`config.mk`:
```
export PLATFORM = sky130hd
export DESIGN_NAME = vbd_div
export DESIGN_NICKNAME = d
export VERILOG_FILES = /design/src/rtl/vbd_pkg.sv /design/src/rtl/vbd_div.sv
export SDC_FILE = /design/constraint.sdc
export NUM_CORES = 1
export LEC_CHECK = 0
export BUFFER_PORTS_ARGS = -buffer_cell sky130_fd_sc_hd__buf_2
export CAP_MARGIN = 30
export CELL_PAD_IN_SITES_DETAIL_PLACEMENT = 0
export CELL_PAD_IN_SITES_GLOBAL_PLACEMENT = 2
export CORE_MARGIN = 2
export CORE_UTILIZATION = 39
export DETAILED_ROUTE_END_ITERATION = 10
export PLACE_DENSITY_LB_ADDON = 0.25
export SETUP_SLACK_MARGIN = 0.02
export SLEW_MARGIN = 15
export SYNTH_ARGS = -nofsm -noshare
export SYNTH_HDL_FRONTEND = slang
export SYNTH_SLANG_ARGS = --single-unit
```
`constraint.sdc`:
```
create_clock -name i_clk -period 5.5 [get_ports i_clk]
set_input_delay 1.1 -clock i_clk [delete_from_list [all_inputs] [get_ports i_clk]]
set_output_delay 1.1 -clock i_clk [all_outputs]
set_load 0.005 [all_outputs]
```
`src/rtl/vbd_pkg.sv`:
```
// shared constants, types and codes of the viterbi beam decoder
package vbd_pkg;

    localparam int STATE_CNT  = 16;
    localparam int STATE_W    = 4;
    localparam int MAX_LAG    = 32;
    localparam int LAG_W      = 5;
    localparam int STEP_W     = 6;
    localparam int PROB_W     = 16;
    localparam int SUM_W      = 20;
    localparam int QUOT_W     = 17;
    localparam int ROW_W      = STATE_CNT * STATE_W;
    localparam int TRANS_AW   = 2 * STATE_W;
    localparam int TRANS_N    = STATE_CNT * STATE_CNT;
    localparam int CNT_W      = 9;

    localparam logic [PROB_W-1:0] MAX_Q = '1;

    typedef enum logic [2:0] {
        ACT_LOAD_TRANS = 3'd0,
        ACT_LOAD_PRIOR = 3'd1,
        ACT_START      = 3'd2,
        ACT_EMISSION   = 3'd3,
        ACT_QUERY      = 3'd4
    } t_action;

    localparam logic KIND_STEP  = 1'b0;
    localparam logic KIND_TRACE = 1'b1;

    typedef enum logic [3:0] {
        S_IDLE,
        S_START,
        S_MAX,
        S_EMIT,
        S_CHECK,
        S_DIV,
        S_DIVW,
        S_REPORT,
        S_TRRD,
        S_TRUSE,
        S_TROUT
    } t_state;

endpackage

```
`src/rtl/vbd_div.sv`:
```
// bit-serial divider for score normalization, one quotient bit per cycle
module vbd_div (
    input  logic                        i_clk,
    input  logic                        i_rst_n,
    input  logic                        i_start,
    input  logic [vbd_pkg::PROB_W-1:0]  i_num,
    input  logic [vbd_pkg::SUM_W-1:0]   i_den,
    output logic                        o_done,
    output logic [vbd_pkg::QUOT_W-1:0]  o_quot
);
    import vbd_pkg::*;

    logic [SUM_W:0]  r_rem;
    logic [QUOT_W-1:0] r_q;
    logic [4:0]      r_cnt;
    logic            r_busy;
    logic            r_done;
    logic            w_ge;
    logic [SUM_W:0]  w_diff;

    assign w_ge   = r_rem >= {1'b0, i_den};
    assign w_diff = w_ge ? (r_rem - {1'b0, i_den}) : r_rem;
    assign o_done = r_done;
    assign o_quot = r_q;

    always_ff @(posedge i_clk) begin
        if (!i_rst_n) begin
            r_busy <= 1'b0;
            r_done <= 1'b0;
            r_cnt  <= '0;
        end else begin
            r_done <= 1'b0;
            if (i_start) begin
                // numerator never exceeds the divisor, so the first step needs no shift
                r_rem  <= {{(SUM_W+1-PROB_W){1'b0}}, i_num};
                r_q    <= '0;
                r_cnt  <= 5'(QUOT_W);
                r_busy <= 1'b1;
            end else if (r_busy) begin
                r_rem <= {w_diff[SUM_W-1:0], 1'b0};
                r_q   <= {r_q[QUOT_W-2:0], w_ge};
                r_cnt <= r_cnt - 5'd1;
                if (r_cnt == 5'd1) begin
                    r_busy <= 1'b0;
                    r_done <= 1'b1;
                end
            end
        end
    end
endmodule

```
==> results_dict.tcl <==
set metrics [dict create \
    status "completed" \
    regToRegSetupSlack_ns 2.39 \
    via_count 2730 \
    synthFlopType "sky130_fd_sc_hd__edfxtp_1" \
    synth_top_area_cells "sky130_fd_sc_hd__edfxtp_1 34%, sky130_fd_sc_hd__ha_1 8.1%, sky130_fd_sc_hd__dfxtp_1 4.1%" \
    core_region_area_mm2 0.00859 \
    layer_with_the_highest_usage "met2" \
    grt_first_pass_wirelength_mm 14.2 \
    finalSetupViolations 0 \
    die-width_um 97.2 \
    global_route.usage.met3 0.0302 \
    cts_made_buffers 5 \
    globalRouteMet1Util 0.252 \
    cts_root_buffer "sky130_fd_sc_hd__clkbuf_8" \
    drc 0 \
    synth.top_cell.area_share 0.337 \
    ys_async_sr_fraction 0 \
    synth_area_per_cell_um2 10.0 \
    post-place-ws_ns 1.66 \
    unrepaired_setup_endpoints_after_global_routing "no" \
    worstPathArrival_ns 3.56 \
    grt-ovfl-total 0 \
    fin_ws_ns 1.97 \
    maxClockFrequency_ghz 0.283 \
    place.gp.congestion 0.854 \
    layout-drive-gt1-share 0.244 \
    dr.pass1.iters 4 \
    floorplan.die.height_um 97.2 \
    yosys.cell_types.count 72 \
    finalCriticalPeriod_ns 3.53 \
    cp_data_required_time_ns 5.53 \
    cts.path.max_buffers 2 \
    first_global_vias 2701 \
    cts_tree "built" \
    vdd_ir_drop_max_v 0.000111 \
    diode_count 0 \
    num-nets-final 455 \
    clk_transition_reported_paths_ns 0.09 \
    synthesis.nets 401 \
    seq_area_frac_synth 0.378 \
    final_hold_viol_count 0 \
    place_hpwl_mm 6.16 \
    synth.cell_area_mm2 0.00339 \
    clock_sink_count 45 \
    worst-setup-path-type "input pin to flip-flop" \
    final_antenna_net_count 0 \
    antenna_violations_before_repair 0 \
    number_of_warning_messages_in_the_yosys_log 0 \
    cts_repair_resize_count 0 \
    fin_worst_skew_ns 0.0118 \
    netlist_instances 339 \
    hp-class "flip-flop to flip-flop" \
    post-layout-total-power_uw 983 \
    area_growth_syn_to_layout_pct 13.0 \
    globalRouteMet2Util 0.308 \
    route.detailed.wl_per_inst_um 17.0 \
    fin_tns_setup_ns 0 \
    worstPathMaxFanout 11 \
    maxSlewViolCount 0 \
    worstMarginPinSlew_ns 0.810 \
    synth-edff-count 38 \
    cts_hold_repair.buffers 0 \
    num_io_pins 57 \
    drv_cap 0 \
    grtUsageTotal 0.183 \
    h_tree_lvls 2 \
    row_count 34 \
    start_util 0.395 \
    synth_area_leader_cell "sky130_fd_sc_hd__edfxtp_1" \
    setup.worst_path.start_class "input pin" \
    timing.hold.ws_ns 0.501 \
    port-buffer-count 56 \
    synth-seq-cells 45 \
    clk-insertion-delay-late_ns 0.31 \
    post_cts_buffers 0 \
    p_leak_uw 0.00154 \
    drt-initial-drc-count 91 \
    grt_start_max_net_pins 53 \
    drt-total-wl_mm 8.55 \
    post-route-period-util 0.641 \
    die-area_mm2 0.00946 \
    maxSlewHeadroom 0.455 \
    worstSetupEndpointType "flip-flop" \
    vias_per_cell 5.44 \
    power_density_mw_per_mm2 256 \
]
[critical path, stage by stage]
cell and delay (ns):
sky130_fd_sc_hd__buf_2 0.07, sky130_fd_sc_hd__inv_1 0.03, sky130_fd_sc_hd__ha_1 0.39, sky130_fd_sc_hd__a21oi_2 0.31, sky130_fd_sc_hd__nor3_1 0.13, sky130_fd_sc_hd__a2111oi_4 0.38
sky130_fd_sc_hd__o21ai_2 0.26, sky130_fd_sc_hd__nor2_2 0.68, sky130_fd_sc_hd__o311ai_1 0.20
[report_power, final]
part / leakage (uW) / internal (uW) / switching [uW] / total [uW]
sequential: 0.000426 / 407 / 17.0 / 424
combinational: 0.00107 / 133 / 199 / 332
clock: 0.0000489 / 91.1 / 136 / 227
total: 0.00154 / 631 / 352 / 983
[synth_stat cells (5+ instances only)]
master,number
sky130_fd_sc_hd__inv_1,30
sky130_fd_sc_hd__nor2_1,22
sky130_fd_sc_hd__a21oi_1,20
sky130_fd_sc_hd__o311ai_2,5
sky130_fd_sc_hd__and2_1,5
sky130_fd_sc_hd__o21ai_0,11
sky130_fd_sc_hd__o31ai_1,5
sky130_fd_sc_hd__ha_1,22
sky130_fd_sc_hd__dfxtp_1,7
sky130_fd_sc_hd__nor2b_1,19
sky130_fd_sc_hd__edfxtp_1,38
sky130_fd_sc_hd__nand4_1,7
sky130_fd_sc_hd__xor2_1,10
sky130_fd_sc_hd__nor3_1,15
sky130_fd_sc_hd__nand2b_1,9
sky130_fd_sc_hd__or3_1,5
sky130_fd_sc_hd__nand2_1,14
[placed cells by master, fill, tap and decap left out, types with 4 or more instances in the layout]
master                     Yosys  layout
sky130_fd_sc_hd__a211oi_1      4       4
sky130_fd_sc_hd__a21oi_1      20      20
sky130_fd_sc_hd__and2_1        5       5
sky130_fd_sc_hd__buf_2         2      56
sky130_fd_sc_hd__clkbuf_8      0       5
sky130_fd_sc_hd__dfxtp_1       7       7
sky130_fd_sc_hd__edfxtp_1     38      38
sky130_fd_sc_hd__ha_1         22      22
sky130_fd_sc_hd__inv_1        30      30
sky130_fd_sc_hd__nand2_1      14      14
sky130_fd_sc_hd__nand2b_1      9       9
sky130_fd_sc_hd__nand3_1       4       4
sky130_fd_sc_hd__nand4_1       7       7
sky130_fd_sc_hd__nor2_1       22      22
sky130_fd_sc_hd__nor2b_1      19      19
sky130_fd_sc_hd__nor3_1       15      15
sky130_fd_sc_hd__o21a_1        4       4
sky130_fd_sc_hd__o21ai_0      11      11
sky130_fd_sc_hd__o311ai_2      5       5
sky130_fd_sc_hd__o31ai_1       5       5
sky130_fd_sc_hd__o31ai_2       4       4
sky130_fd_sc_hd__or3_1         5       5
sky130_fd_sc_hd__xnor2_1       4       4
sky130_fd_sc_hd__xor2_1       10      10
[cell families after synthesis]
kind of cell	Yosys count	share of synthesized area
buffers and inverters	43	0.0594
muxes	1	0.00295
and+or+nand+nor	115	0.190
AOI/OAI and AO/OA	98	0.246
adders and majority gates	23	0.0871
DFF	45	0.378
xor gates and xnor gates	14	0.0362
[sequential cells by signal, summed over array words and instances, names as in the netlist]
signal	cells
r_cnt	5
r_rem	21
o_done	1
o_quot	17
r_busy	1
[metal layers]
metal	share of wire	vias to the layer above
met5	0	-
met4	0.010	0
met3	0.036	7
met2	0.47	58
met1	0.49	1281
li1	-	1384
[final cells by class]
class                      count  area, um2
sequential                    45       1280
multi-input combinational    251       1910
clock inverter                 3       20.0
tap                          108        135
clock buffer                   5       68.8
fill                         869       4760
timing repair buffer          59        303
inverter                      31        116
[worst paths after layout]
path / startpoint / to / cells after the start
setup reg to reg: r_rem[14]$_DFFE_PP_ / r_rem[4]$_DFFE_PP_ / 7
setup / recovery: i_den[14] / r_rem[4]$_DFFE_PP_ / 9
hold / removal: r_cnt[1]$_SDFFE_PP0P_ / r_cnt[1]$_SDFFE_PP0P_ / 2
hold reg to reg: r_cnt[1]$_SDFFE_PP0P_ / r_cnt[1]$_SDFFE_PP0P_ / 2
[metrics by stage]
stage / util / cell area [um2] / instances
5_1_grt: 0.446 / 3830 / 502
6_report: 0.446 / 3830 / 502
3_3_place_gp: 0.436 / 3740 / 494
4_1_cts: 0.446 / 3830 / 502
2_1_floorplan: - / 3390 / 339
3_5_place_dp: 0.436 / 3740 / 494
Note: power is estimated with default switching activity, not from simulation.
